--- src/hw/rtl/ces_pkg.sv ---
// Shared types and constants for the console escape stripper.
`timescale 1ns / 1ps
`default_nettype none
package ces_pkg;

    localparam int MAX_PARAMS_DEF = 16;
    localparam int QDEPTH         = 4;
    localparam int QAW            = $clog2(QDEPTH);

    // one expanded word group: up to four characters for a single input byte
    typedef struct packed {
        logic [3:0][7:0] chars;
        logic [1:0]      last_idx;
        logic            nl;
    } t_rec;

    typedef struct packed {
        logic full;
        logic empty;
    } t_q_stat;

endpackage
`default_nettype wire

--- src/hw/rtl/ces_if.sv ---
// Valid/ready channel interfaces for the input byte and output character words.
`timescale 1ns / 1ps
`default_nettype none
interface ces_in_if;
    logic       valid;
    logic       ready;
    logic [7:0] in_byte;

    modport source (output valid, output in_byte, input ready);
    modport sink   (input valid, input in_byte, output ready);
endinterface

interface ces_out_if;
    logic       valid;
    logic       ready;
    logic [7:0] out_char;
    logic       last_of_run;
    logic       line_ended;

    modport source (output valid, output out_char, output last_of_run,
                    output line_ended, input ready);
    modport sink   (input valid, input out_char, input last_of_run,
                    input line_ended, output ready);
endinterface
`default_nettype wire

--- src/hw/rtl/ces_front.sv ---
// Front end: escape sequence parser that classifies each byte into a character group.
`timescale 1ns / 1ps
`default_nettype none
module ces_front #(
    parameter int MAX_PARAMS = ces_pkg::MAX_PARAMS_DEF
) (
    input  wire logic           i_clk,
    input  wire logic           i_rst_n,
    ces_in_if.sink              i_in,
    input  wire ces_pkg::t_q_stat i_q_stat,
    output logic                o_push,
    output ces_pkg::t_rec       o_rec
);
    import ces_pkg::*;

    localparam int PW = ($clog2(MAX_PARAMS) > 3) ? $clog2(MAX_PARAMS) : 3;
    localparam logic [PW-1:0] P_LIM    = PW'(MAX_PARAMS - 1);
    localparam logic [PW-1:0] PAL_DIGS = PW'(7);

    typedef enum logic [3:0] {
        M_NORMAL  = 4'd0,
        M_ESC     = 4'd1,
        M_SQUARE  = 4'd2,
        M_GETPARS = 4'd3,
        M_GOTPARS = 4'd4,
        M_FUNCKEY = 4'd5,
        M_HASH    = 4'd6,
        M_SETG0   = 4'd7,
        M_SETG1   = 4'd8,
        M_PERCENT = 4'd9,
        M_NONSTD  = 4'd11,
        M_PALETTE = 4'd12
    } t_mode;

    t_mode         r_mode, n_mode;
    logic [PW-1:0] r_pcnt, n_pcnt;
    logic          r_nl, n_nl;
    logic [2:0]    cnt;
    logic [3:0][7:0] chars;
    logic [7:0]    c;
    logic [PW-1:0] base;
    logic          accept;
    logic          is_hex;
    logic          is_digit;

    assign c        = i_in.in_byte;
    assign i_in.ready = !i_q_stat.full;
    assign accept   = i_in.valid && !i_q_stat.full;
    assign is_digit = (c >= 8'h30) && (c <= 8'h39);
    assign is_hex   = is_digit || ((c >= 8'h41) && (c <= 8'h46)) ||
                      ((c >= 8'h61) && (c <= 8'h66));

    always_comb begin
        n_mode = r_mode;
        n_pcnt = r_pcnt;
        n_nl   = r_nl;
        cnt    = 3'd0;
        chars  = '0;
        base   = r_pcnt;
        unique case (r_mode)
            M_ESC: begin
                n_mode = M_NORMAL;
                if (c == 8'h5B) n_mode = M_SQUARE;
                else if (c == 8'h5D) n_mode = M_NONSTD;
                else if (c == 8'h25) n_mode = M_PERCENT;
                else if (c == 8'h28) n_mode = M_SETG0;
                else if (c == 8'h29) n_mode = M_SETG1;
                else if (c == 8'h23) n_mode = M_HASH;
                else if (c == 8'h45 || c == 8'h44) begin
                    n_nl     = 1'b1;
                    chars[0] = 8'd10;
                    cnt      = 3'd1;
                end
            end
            M_NONSTD: begin
                if (c == 8'h50) begin
                    n_pcnt = '0;
                    n_mode = M_PALETTE;
                end else begin
                    n_mode = M_NORMAL;
                end
            end
            M_PALETTE: begin
                if (is_hex) begin
                    n_pcnt = r_pcnt + 1'b1;
                    if (n_pcnt >= PAL_DIGS) n_mode = M_NORMAL;
                end else begin
                    n_mode = M_NORMAL;
                end
            end
            M_SQUARE, M_GETPARS: begin
                if (r_mode == M_SQUARE) begin
                    base   = '0;
                    n_pcnt = '0;
                end
                if (r_mode == M_SQUARE && c == 8'h5B) begin
                    n_mode = M_FUNCKEY;
                end else if (r_mode == M_SQUARE && c == 8'h3F) begin
                    n_mode = M_GETPARS;
                end else if (c == 8'h3B && base < P_LIM) begin
                    n_pcnt = base + 1'b1;
                    n_mode = M_GETPARS;
                end else if (is_digit) begin
                    n_mode = M_GETPARS;
                end else begin
                    n_mode = M_NORMAL;
                end
            end
            M_GOTPARS, M_FUNCKEY, M_HASH, M_SETG0, M_SETG1, M_PERCENT: begin
                n_mode = M_NORMAL;
            end
            default: begin
                n_mode = M_NORMAL;
                priority if (c == 8'd10) begin
                    n_nl     = 1'b1;
                    chars[0] = 8'd10;
                    cnt      = 3'd1;
                end else if (c == 8'd13 || c == 8'd14 || c == 8'd15 ||
                             c == 8'd24 || c == 8'd26) begin
                    cnt = 3'd0;
                end else if (c == 8'd27) begin
                    n_mode = M_ESC;
                end else if (c == 8'd155) begin
                    n_mode = M_SQUARE;
                end else begin
                    n_nl = 1'b0;
                    priority if (c == 8'd9 || (c >= 8'd32 && c <= 8'd126) ||
                                 c >= 8'd160) begin
                        chars[0] = c;
                        cnt      = 3'd1;
                    end else if (c == 8'd127) begin
                        chars[0] = 8'h5E;
                        chars[1] = 8'h3F;
                        cnt      = 3'd2;
                    end else if (c >= 8'd128) begin
                        chars[0] = 8'h5C;
                        chars[1] = 8'h30 + {6'b0, c[7:6]};
                        chars[2] = 8'h30 + {5'b0, c[5:3]};
                        chars[3] = 8'h30 + {5'b0, c[2:0]};
                        cnt      = 3'd4;
                    end else if (c == 8'd11 || c == 8'd12) begin
                        chars[0] = 8'h30;
                        chars[1] = 8'h78;
                        chars[2] = (c == 8'd11) ? 8'h42 : 8'h43;
                        cnt      = 3'd3;
                    end else begin
                        chars[0] = 8'h5E;
                        chars[1] = c + 8'd64;
                        cnt      = 3'd2;
                    end
                end
            end
        endcase
    end

    assign o_push         = accept && (cnt != 3'd0);
    assign o_rec.chars    = chars;
    assign o_rec.last_idx = 2'(cnt - 3'd1);
    assign o_rec.nl       = n_nl;

    always_ff @(posedge i_clk) begin
        if (!i_rst_n) begin
            r_mode <= M_NORMAL;
            r_pcnt <= '0;
            r_nl   <= 1'b0;
        end else if (accept) begin
            r_mode <= n_mode;
            r_pcnt <= n_pcnt;
            r_nl   <= n_nl;
        end
    end

endmodule
`default_nettype wire

--- src/hw/rtl/ces_queue.sv ---
// Short queue of character groups between the parser and the output serializer.
`timescale 1ns / 1ps
`default_nettype none
module ces_queue (
    input  wire logic             i_clk,
    input  wire logic             i_rst_n,
    input  wire logic             i_push,
    input  wire ces_pkg::t_rec    i_rec,
    input  wire logic             i_pop,
    output ces_pkg::t_rec         o_head,
    output ces_pkg::t_q_stat      o_stat
);
    import ces_pkg::*;

    t_rec           r_slot [QDEPTH];
    logic [QAW-1:0] r_wr, r_rd;
    logic [QAW:0]   r_cnt;
    logic           do_push, do_pop;

    assign o_stat.full  = (r_cnt == (QAW+1)'(QDEPTH));
    assign o_stat.empty = (r_cnt == '0);
    assign do_push      = i_push && !o_stat.full;
    assign do_pop       = i_pop && !o_stat.empty;
    assign o_head       = r_slot[r_rd];

    always_ff @(posedge i_clk) begin
        if (do_push) r_slot[r_wr] <= i_rec;
    end

    always_ff @(posedge i_clk) begin
        if (!i_rst_n) begin
            r_wr  <= '0;
            r_rd  <= '0;
            r_cnt <= '0;
        end else begin
            if (do_push) r_wr <= r_wr + 1'b1;
            if (do_pop)  r_rd <= r_rd + 1'b1;
            r_cnt <= r_cnt + (QAW+1)'(do_push) - (QAW+1)'(do_pop);
        end
    end

endmodule
`default_nettype wire

--- src/hw/rtl/ces_back.sv ---
// Back end: serializes queued character groups into one output word per cycle while the receiver is ready.
`timescale 1ns / 1ps
`default_nettype none
module ces_back (
    input  wire logic             i_clk,
    input  wire logic             i_rst_n,
    input  wire ces_pkg::t_rec    i_head,
    input  wire ces_pkg::t_q_stat i_q_stat,
    output logic                  o_pop,
    ces_out_if.source             o_out
);
    import ces_pkg::*;

    logic       r_valid;
    logic [7:0] r_char;
    logic       r_last;
    logic       r_nl;
    logic [1:0] r_idx;
    logic       load;
    logic       at_last;

    assign load    = (!r_valid || o_out.ready) && !i_q_stat.empty;
    assign at_last = (r_idx == i_head.last_idx);
    assign o_pop   = load && at_last;

    assign o_out.valid       = r_valid;
    assign o_out.out_char    = r_char;
    assign o_out.last_of_run = r_last;
    assign o_out.line_ended  = r_nl;

    always_ff @(posedge i_clk) begin
        if (!i_rst_n) begin
            r_valid <= 1'b0;
            r_idx   <= '0;
        end else begin
            if (!r_valid || o_out.ready) r_valid <= !i_q_stat.empty;
            if (load) r_idx <= at_last ? 2'd0 : r_idx + 2'd1;
        end
    end

    always_ff @(posedge i_clk) begin
        if (load) begin
            r_char <= i_head.chars[r_idx];
            r_last <= at_last;
            r_nl   <= i_head.nl;
        end
    end

endmodule
`default_nettype wire

--- src/hw/rtl/console_escape_stripper.sv ---
// Top level: console escape sequence stripper producing printable log text.
// The first character of a byte passes through the group queue and then the output register.
// The serializer sends one output word per cycle while the receiver is ready; a byte yields
// 1 to 4 characters or none, and the parser takes new bytes while the group queue is not full.
// A four-entry group queue separates the parser from the serializer.
// Reset (synchronous, active low) returns the parser to normal text and empties the queue.
`timescale 1ns / 1ps
`default_nettype none
module console_escape_stripper #(
    parameter int MAX_PARAMS = ces_pkg::MAX_PARAMS_DEF
) (
    input  wire logic i_clk,
    input  wire logic i_rst_n,
    ces_in_if.sink    i_in,
    ces_out_if.source o_out
);
    import ces_pkg::*;

    logic    push;
    logic    pop;
    t_rec    rec;
    t_rec    head;
    t_q_stat q_stat;

    ces_front #(
        .MAX_PARAMS (MAX_PARAMS)
    ) u_front (
        .i_clk    (i_clk),
        .i_rst_n  (i_rst_n),
        .i_in     (i_in),
        .i_q_stat (q_stat),
        .o_push   (push),
        .o_rec    (rec)
    );

    ces_queue u_queue (
        .i_clk   (i_clk),
        .i_rst_n (i_rst_n),
        .i_push  (push),
        .i_rec   (rec),
        .i_pop   (pop),
        .o_head  (head),
        .o_stat  (q_stat)
    );

    ces_back u_back (
        .i_clk    (i_clk),
        .i_rst_n  (i_rst_n),
        .i_head   (head),
        .i_q_stat (q_stat),
        .o_pop    (pop),
        .o_out    (o_out)
    );

endmodule
`default_nettype wire

--- src/flat_wrapper.sv ---
// flat-port wrapper written by rule: the top's interface ports become plain ports
module console_escape_stripper_flat import ces_pkg::*;
#(
    parameter int MAX_PARAMS = ces_pkg::MAX_PARAMS_DEF
)
  (i_clk, i_rst_n, i_in_valid, i_in_in_byte, i_in_ready, o_out_valid, o_out_out_char, o_out_last_of_run, o_out_line_ended, o_out_ready);
  ces_in_if i_in_i ();
  ces_out_if o_out_i ();
  input  wire logic i_clk;
  input  wire logic i_rst_n;
  input wire logic [$bits(i_in_i.valid)-1:0] i_in_valid;
  input wire logic [$bits(i_in_i.in_byte)-1:0] i_in_in_byte;
  output wire logic [$bits(i_in_i.ready)-1:0] i_in_ready;
  output wire logic [$bits(o_out_i.valid)-1:0] o_out_valid;
  output wire logic [$bits(o_out_i.out_char)-1:0] o_out_out_char;
  output wire logic [$bits(o_out_i.last_of_run)-1:0] o_out_last_of_run;
  output wire logic [$bits(o_out_i.line_ended)-1:0] o_out_line_ended;
  input wire logic [$bits(o_out_i.ready)-1:0] o_out_ready;
  assign i_in_i.valid = i_in_valid;
  assign i_in_i.in_byte = i_in_in_byte;
  assign i_in_ready = i_in_i.ready;
  assign o_out_valid = o_out_i.valid;
  assign o_out_out_char = o_out_i.out_char;
  assign o_out_last_of_run = o_out_i.last_of_run;
  assign o_out_line_ended = o_out_i.line_ended;
  assign o_out_i.ready = o_out_ready;
  console_escape_stripper #(.MAX_PARAMS(MAX_PARAMS)) u_core (.i_clk(i_clk), .i_rst_n(i_rst_n), .i_in(i_in_i), .o_out(o_out_i));
endmodule
--- config.mk ---
export PLATFORM = sky130hd
export DESIGN_NAME = console_escape_stripper_flat
export DESIGN_NICKNAME = d
export VERILOG_FILES = /design/src/hw/rtl/ces_pkg.sv /design/src/hw/rtl/ces_if.sv /design/src/hw/rtl/ces_front.sv /design/src/hw/rtl/ces_queue.sv /design/src/hw/rtl/ces_back.sv /design/src/hw/rtl/console_escape_stripper.sv /design/src/flat_wrapper.sv
export SDC_FILE = /design/constraint.sdc
export NUM_CORES = 1
export LEC_CHECK = 0
export ABC_AREA = 1
export BUFFER_PORTS_ARGS = -buffer_cell sky130_fd_sc_hd__buf_2
export CAP_MARGIN = 20
export CORE_MARGIN = 5
export CORE_UTILIZATION = 60
export DETAILED_ROUTE_END_ITERATION = 7
export GPL_TIMING_DRIVEN = 1
export PLACE_DENSITY = 0.75
export SLEW_MARGIN = 40
export SYNTH_ARGS = -nofsm -noshare
export SYNTH_HDL_FRONTEND = slang
export SYNTH_HIERARCHICAL = 1
export SYNTH_SLANG_ARGS = --single-unit
--- constraint.sdc ---
create_clock -name i_clk -period 10.1 [get_ports i_clk]
set_input_delay 1.01 -clock i_clk [delete_from_list [all_inputs] [get_ports i_clk]]
set_output_delay 1.01 -clock i_clk [all_outputs]
set_load 0.01 [all_outputs]
==> load_flow_metrics.sql <==
INSERT INTO impl_metrics (metric_group, metric, value, unit) VALUES
('clock_network', 'htree_num_levels', '4', ''),
('floorplan', 'die_height', '126', 'um'),
('timing', 'worst_slew_pin_slew', '761', 'ps'),
('floorplan', 'pin_count', '24', ''),
('worst_setup_path', 'critPathMaxStageDelay', '390', 'ps'),
('routing', 'wl', '18100', 'um'),
('layout', 'area_delta_synth_final', '9.46', '%'),
('power_and_ir_drop', 'p_per_area', '240', 'nW/um^2'),
('power_and_ir_drop', 'vdd.ir_drop.worst', '0.000130', 'V'),
('grt', 'global_route.overflow_total', '0', ''),
('clock_network', 'cts.clk_slew.worst_paths', '60', 'ps'),
('timing', 'min_period', '4330', 'ps'),
('placed_design', 'post-dp-hpwl', '11300', 'um'),
('floorplan', 'total_die_area', '15900', 'um^2'),
('flow_run', 'cap_viol_max_count', '0', ''),
('timing', 'report.final.slew_viol_count', '0', ''),
('timing', 'timing.fmax', '231', 'MHz'),
('layout', 'design.final.nets', '857', ''),
('floorplan', 'initial_core_util', '61.1', '%'),
('worst_setup_path', 'critical_path_arrival', '4640', 'ps'),
('routing', 'detail_route.first_pass.iterations', '6', ''),
('timing', 'hold_violations', '0', ''),
('clock_network', 'postCtsHoldBufs', '0', ''),
('grt', 'grt_antenna_before_repair', '0', ''),
('clock_network', 'cts_buffers', '17', ''),
('placed_design', 'pre_cts_ws', '5420', 'ps'),
('worst_setup_path', 'worst-path-buf-inv', '4', ''),
('floorplan', 'site_rows', '42', ''),
('grt', 'gr-usage-all-layers', '23.1', '%'),
('worst_setup_path', 'cp_max_fo', '11', ''),
('routing', 'final_antenna_net_count', '0', ''),
('timing', 'finalSetupViolCount', '0', ''),
('worst_setup_path', 'reg2reg_to', 'u_core/u_queue/r_cnt[2]$_SDFF_PN0_', ''),
('timing', 'final.setup_skew', '5.76', 'ps'),
('clock_network', 'clkSinkCount', '171', ''),
('routing', 'route.detailed.vias_per_inst', '5.85', ''),
('grt', 'grt_pass1_vias', '5627', ''),
('worst_setup_path', 'critPathRequiredTime', '10420', 'ps'),
('synthesis', 'syn_area_per_cell', '9.95', 'um^2'),
('synthesis', 'synth_cells', '813', ''),
('worst_setup_path', 'timing.critical_path.cells', 'buf_2 > inv_2 > ha_1 > nand3_1 > o31ai_1 > nor2b_1 > a21boi_1 > ha_1 > a21oi_1 > nand2_1 > ha_1 > inv_1 > ha_1 > inv_1 > fa_1 > o21ai_0 > nor2_1', ''),
('outcome', 'run_status', 'finished clean', ''),
('synthesis', 'seq_area_frac_synth', '60.9', '%'),
('timing', 'grt_setup_unrepaired', 'false', ''),
('layout', 'final-instance-count-excl-fill', '1018', ''),
('grt', 'grt_max_degree', '72', ''),
('worst_setup_path', 'capture_point_of_the_worst_path', 'u_core/u_queue/r_cnt[2]$_SDFF_PN0_', ''),
('clock_network', 'source_to_sink_clock_delay_at_the_later_pin_of_the_worst_skew_pair', '420', 'ps'),
('timing', 'post-route-period-util', '42.8', '%'),
('worst_setup_path', 'worst-setup-path-type', 'input port to flop', ''),
('synthesis', 'synth_cell_type_count', '42', ''),
('synthesis', 'postSynthRegisterBits', '171', ''),
('clock_network', 'cts_tree', 'yes', ''),
('power_and_ir_drop', 'total_leakage_power', '3.49', 'nW'),
('placed_design', 'placedCellCount', '987', ''),
('worst_setup_path', 'r2r.worst_path.cells', '15', ''),
('layout', 'layout-drive-gt1-share', '13.1', '%'),
('timing', 'fin_ws', '5770', 'ps'),
('clock_network', 'clock_tree.root_cell', 'sky130_fd_sc_hd__clkbuf_16', ''),
('worst_setup_path', 'timing.critical_path.from', 'i_in_in_byte[7]', ''),
('floorplan', 'floorplan.core_area', '13200', 'um^2'),
('worst_setup_path', 'slowest_stage', 'sky130_fd_sc_hd__ha_1', ''),
('synthesis', 'ys.warnings.count', '6', ''),
('routing', 'drtIter0Drc', '656', ''),
('clock_network', 'post_cts_repair_setup_buffers', '0', ''),
('floorplan', 'chipWidth', '126', 'um'),
('clock_network', 'clock_tree.buffer_depth', '2', ''),
('placed_design', 'replace_congestion', '0.883', ''),
('synthesis', 'netlist_area_before_placement', '8090', 'um^2'),
('routing', 'detail_route.drc_violations', '0', ''),
('worst_setup_path', 'worst_path_dominant_cell_family', 'adder cells', '');
-- cell usage in the layout (no fill, tap or decap), types with 4 or more instances in the layout --
| cell type | synthesis | layout |
|---|---|---|
| sky130_fd_sc_hd__buf_2 | 14 | 23 |
| sky130_fd_sc_hd__o21ai_0 | 72 | 72 |
| sky130_fd_sc_hd__ha_1 | 14 | 14 |
| sky130_fd_sc_hd__clkbuf_16 | 0 | 17 |
| sky130_fd_sc_hd__inv_2 | 18 | 18 |
| sky130_fd_sc_hd__edfxtp_1 | 150 | 150 |
| sky130_fd_sc_hd__dfxtp_1 | 21 | 19 |
| sky130_fd_sc_hd__nand3_1 | 30 | 30 |
| sky130_fd_sc_hd__buf_4 | 17 | 8 |
| sky130_fd_sc_hd__nor2_4 | 2 | 6 |
| sky130_fd_sc_hd__nand2_1 | 118 | 118 |
| sky130_fd_sc_hd__conb_1 | 1 | 5 |
| sky130_fd_sc_hd__inv_1 | 60 | 60 |
| sky130_fd_sc_hd__o22ai_1 | 43 | 43 |
| sky130_fd_sc_hd__o21ai_1 | 23 | 23 |
| sky130_fd_sc_hd__nor2_1 | 155 | 151 |
| sky130_fd_sc_hd__nand2_2 | 6 | 6 |
| sky130_fd_sc_hd__a21oi_2 | 5 | 5 |
| sky130_fd_sc_hd__nor3_2 | 4 | 4 |
| sky130_fd_sc_hd__a21oi_1 | 20 | 20 |
| sky130_fd_sc_hd__nor3_1 | 4 | 4 |
-- metal layers --
layer  wire length, um  vias to the layer above  part of all wire (%)  GRT usage (%)
met5                 0                        -                     0              0
met1              7790                     2865                    43           30.5
li1                  -                     2819                     -              -
met3              1200                       27                   6.7           5.97
met4               309                        0                   1.7           7.26
met2              8790                      241                    49           37.8
-- report_power, final --
part	internal [mW]	leakage (nW)	switching [mW]
registers	0.942	1.56	0.0503
clock network	0.387	0.274	0.255
logic	0.143	1.65	0.353
total	1.47	3.49	0.658
-- per-stage QoR --
| step | power (mW) | area [um^2] | utilization, % | hold slack [ps] |
|---|---|---|---|---|
| 2_1_floorplan | 1.34 | 8110 | - | 448 |
| 3_3_place_gp | 1.48 | 8280 | 62.5 | 464 |
| 3_5_place_dp | 1.50 | 8280 | 62.5 | 467 |
| 4_1_cts | 2.14 | 8860 | 66.9 | 481 |
| 5_1_grt | 2.23 | 8860 | 66.9 | 536 |
| 6_report | 2.13 | 8860 | 66.9 | 479 |
-- Yosys cell counts, drive strengths merged --
cell,count,area share (%)
o211ai,1,0.093
nor4,2,0.15
clkinv,1,0.046
xnor2,1,0.11
nor2,160,7.7
edfxtp,150,56
a21o,1,0.093
a21boi,3,0.28
o31ai,1,0.093
inv,79,3.7
buf,36,3.1
nor2b,1,0.077
dfxtp,21,5.2
o21ai,96,6.0
xor2,2,0.22
conb,1,0.046
ha,14,2.2
nand3,34,2.4
nor3,8,0.74
o22ai,44,3.5
nand4,4,0.39
a21oi,25,1.8
clkbuf,1,0.046
nand2,124,5.9
fa,1,0.25
o21a,2,0.19
-- kinds of logic after synthesis --
| kind of cell | after synthesis | share of synthesized area (%) |
|---|---|---|
| AND/OR/NAND/NOR | 333 | 17.4 |
| AO/OA/AOI/OAI | 173 | 12.0 |
| flip-flops | 171 | 60.9 |
| buffers and inverters | 117 | 6.93 |
| adder cells (fa/ha/maj) | 15 | 2.41 |
| XOR/XNOR | 3 | 0.325 |
| other | 1 | 0.0463 |
-- registers in the layout (all words and copies together) (netlist names), 2 cells and up, named ones only --
| name | count |
|---|---|
| u_core/u_back/r_idx | 2 |
| u_core/u_back/o_out.out_char | 8 |
| u_core/u_queue/r_cnt | 3 |
| u_core/u_queue/r_slot | 140 |
| u_core/u_front/r_mode | 4 |
| u_core/u_front/r_pcnt | 4 |
| u_core/u_queue/r_rd | 2 |
| u_core/u_queue/r_wr | 2 |
-- final cells by class --
type                    instances  area, um^2
repair buffers                 31         175
multi-input cells             529        2650
flip-flops and latches        171        4930
clock inverters                11         144
inverters                      80         303
fillers                      1024        4390
well taps                     176         220
clock buffers                  20         437
-- worst min path at each step --
stage / depth (start not counted) / slack (ps) / endpoint / startpoint
floorplan: 2 / 450 / flop / u_core/u_queue/r_rd[0]$_SDFFE_PN0P_
detailed placement: 2 / 470 / flop / u_core/u_queue/r_rd[0]$_SDFFE_PN0P_
finish: 2 / 480 / flop / u_core/u_queue/r_rd[0]$_SDFFE_PN0P_
CTS: 2 / 480 / flop / u_core/u_queue/r_rd[0]$_SDFFE_PN0P_
global route: 2 / 540 / flop / u_core/u_queue/r_rd[0]$_SDFFE_PN0P_
global placement: 2 / 460 / u_core/u_queue/r_rd[0]$_SDFFE_PN0P_ / u_core/u_queue/r_rd[0]$_SDFFE_PN0P_
-- tightest hold or removal path: stages (launching register included) --
cell and delay (ps):
sky130_fd_sc_hd__dfxtp_1 320, sky130_fd_sc_hd__a21oi_1 50, sky130_fd_sc_hd__nor2_1 70
Note: power is estimated with default switching activity, not from simulation.
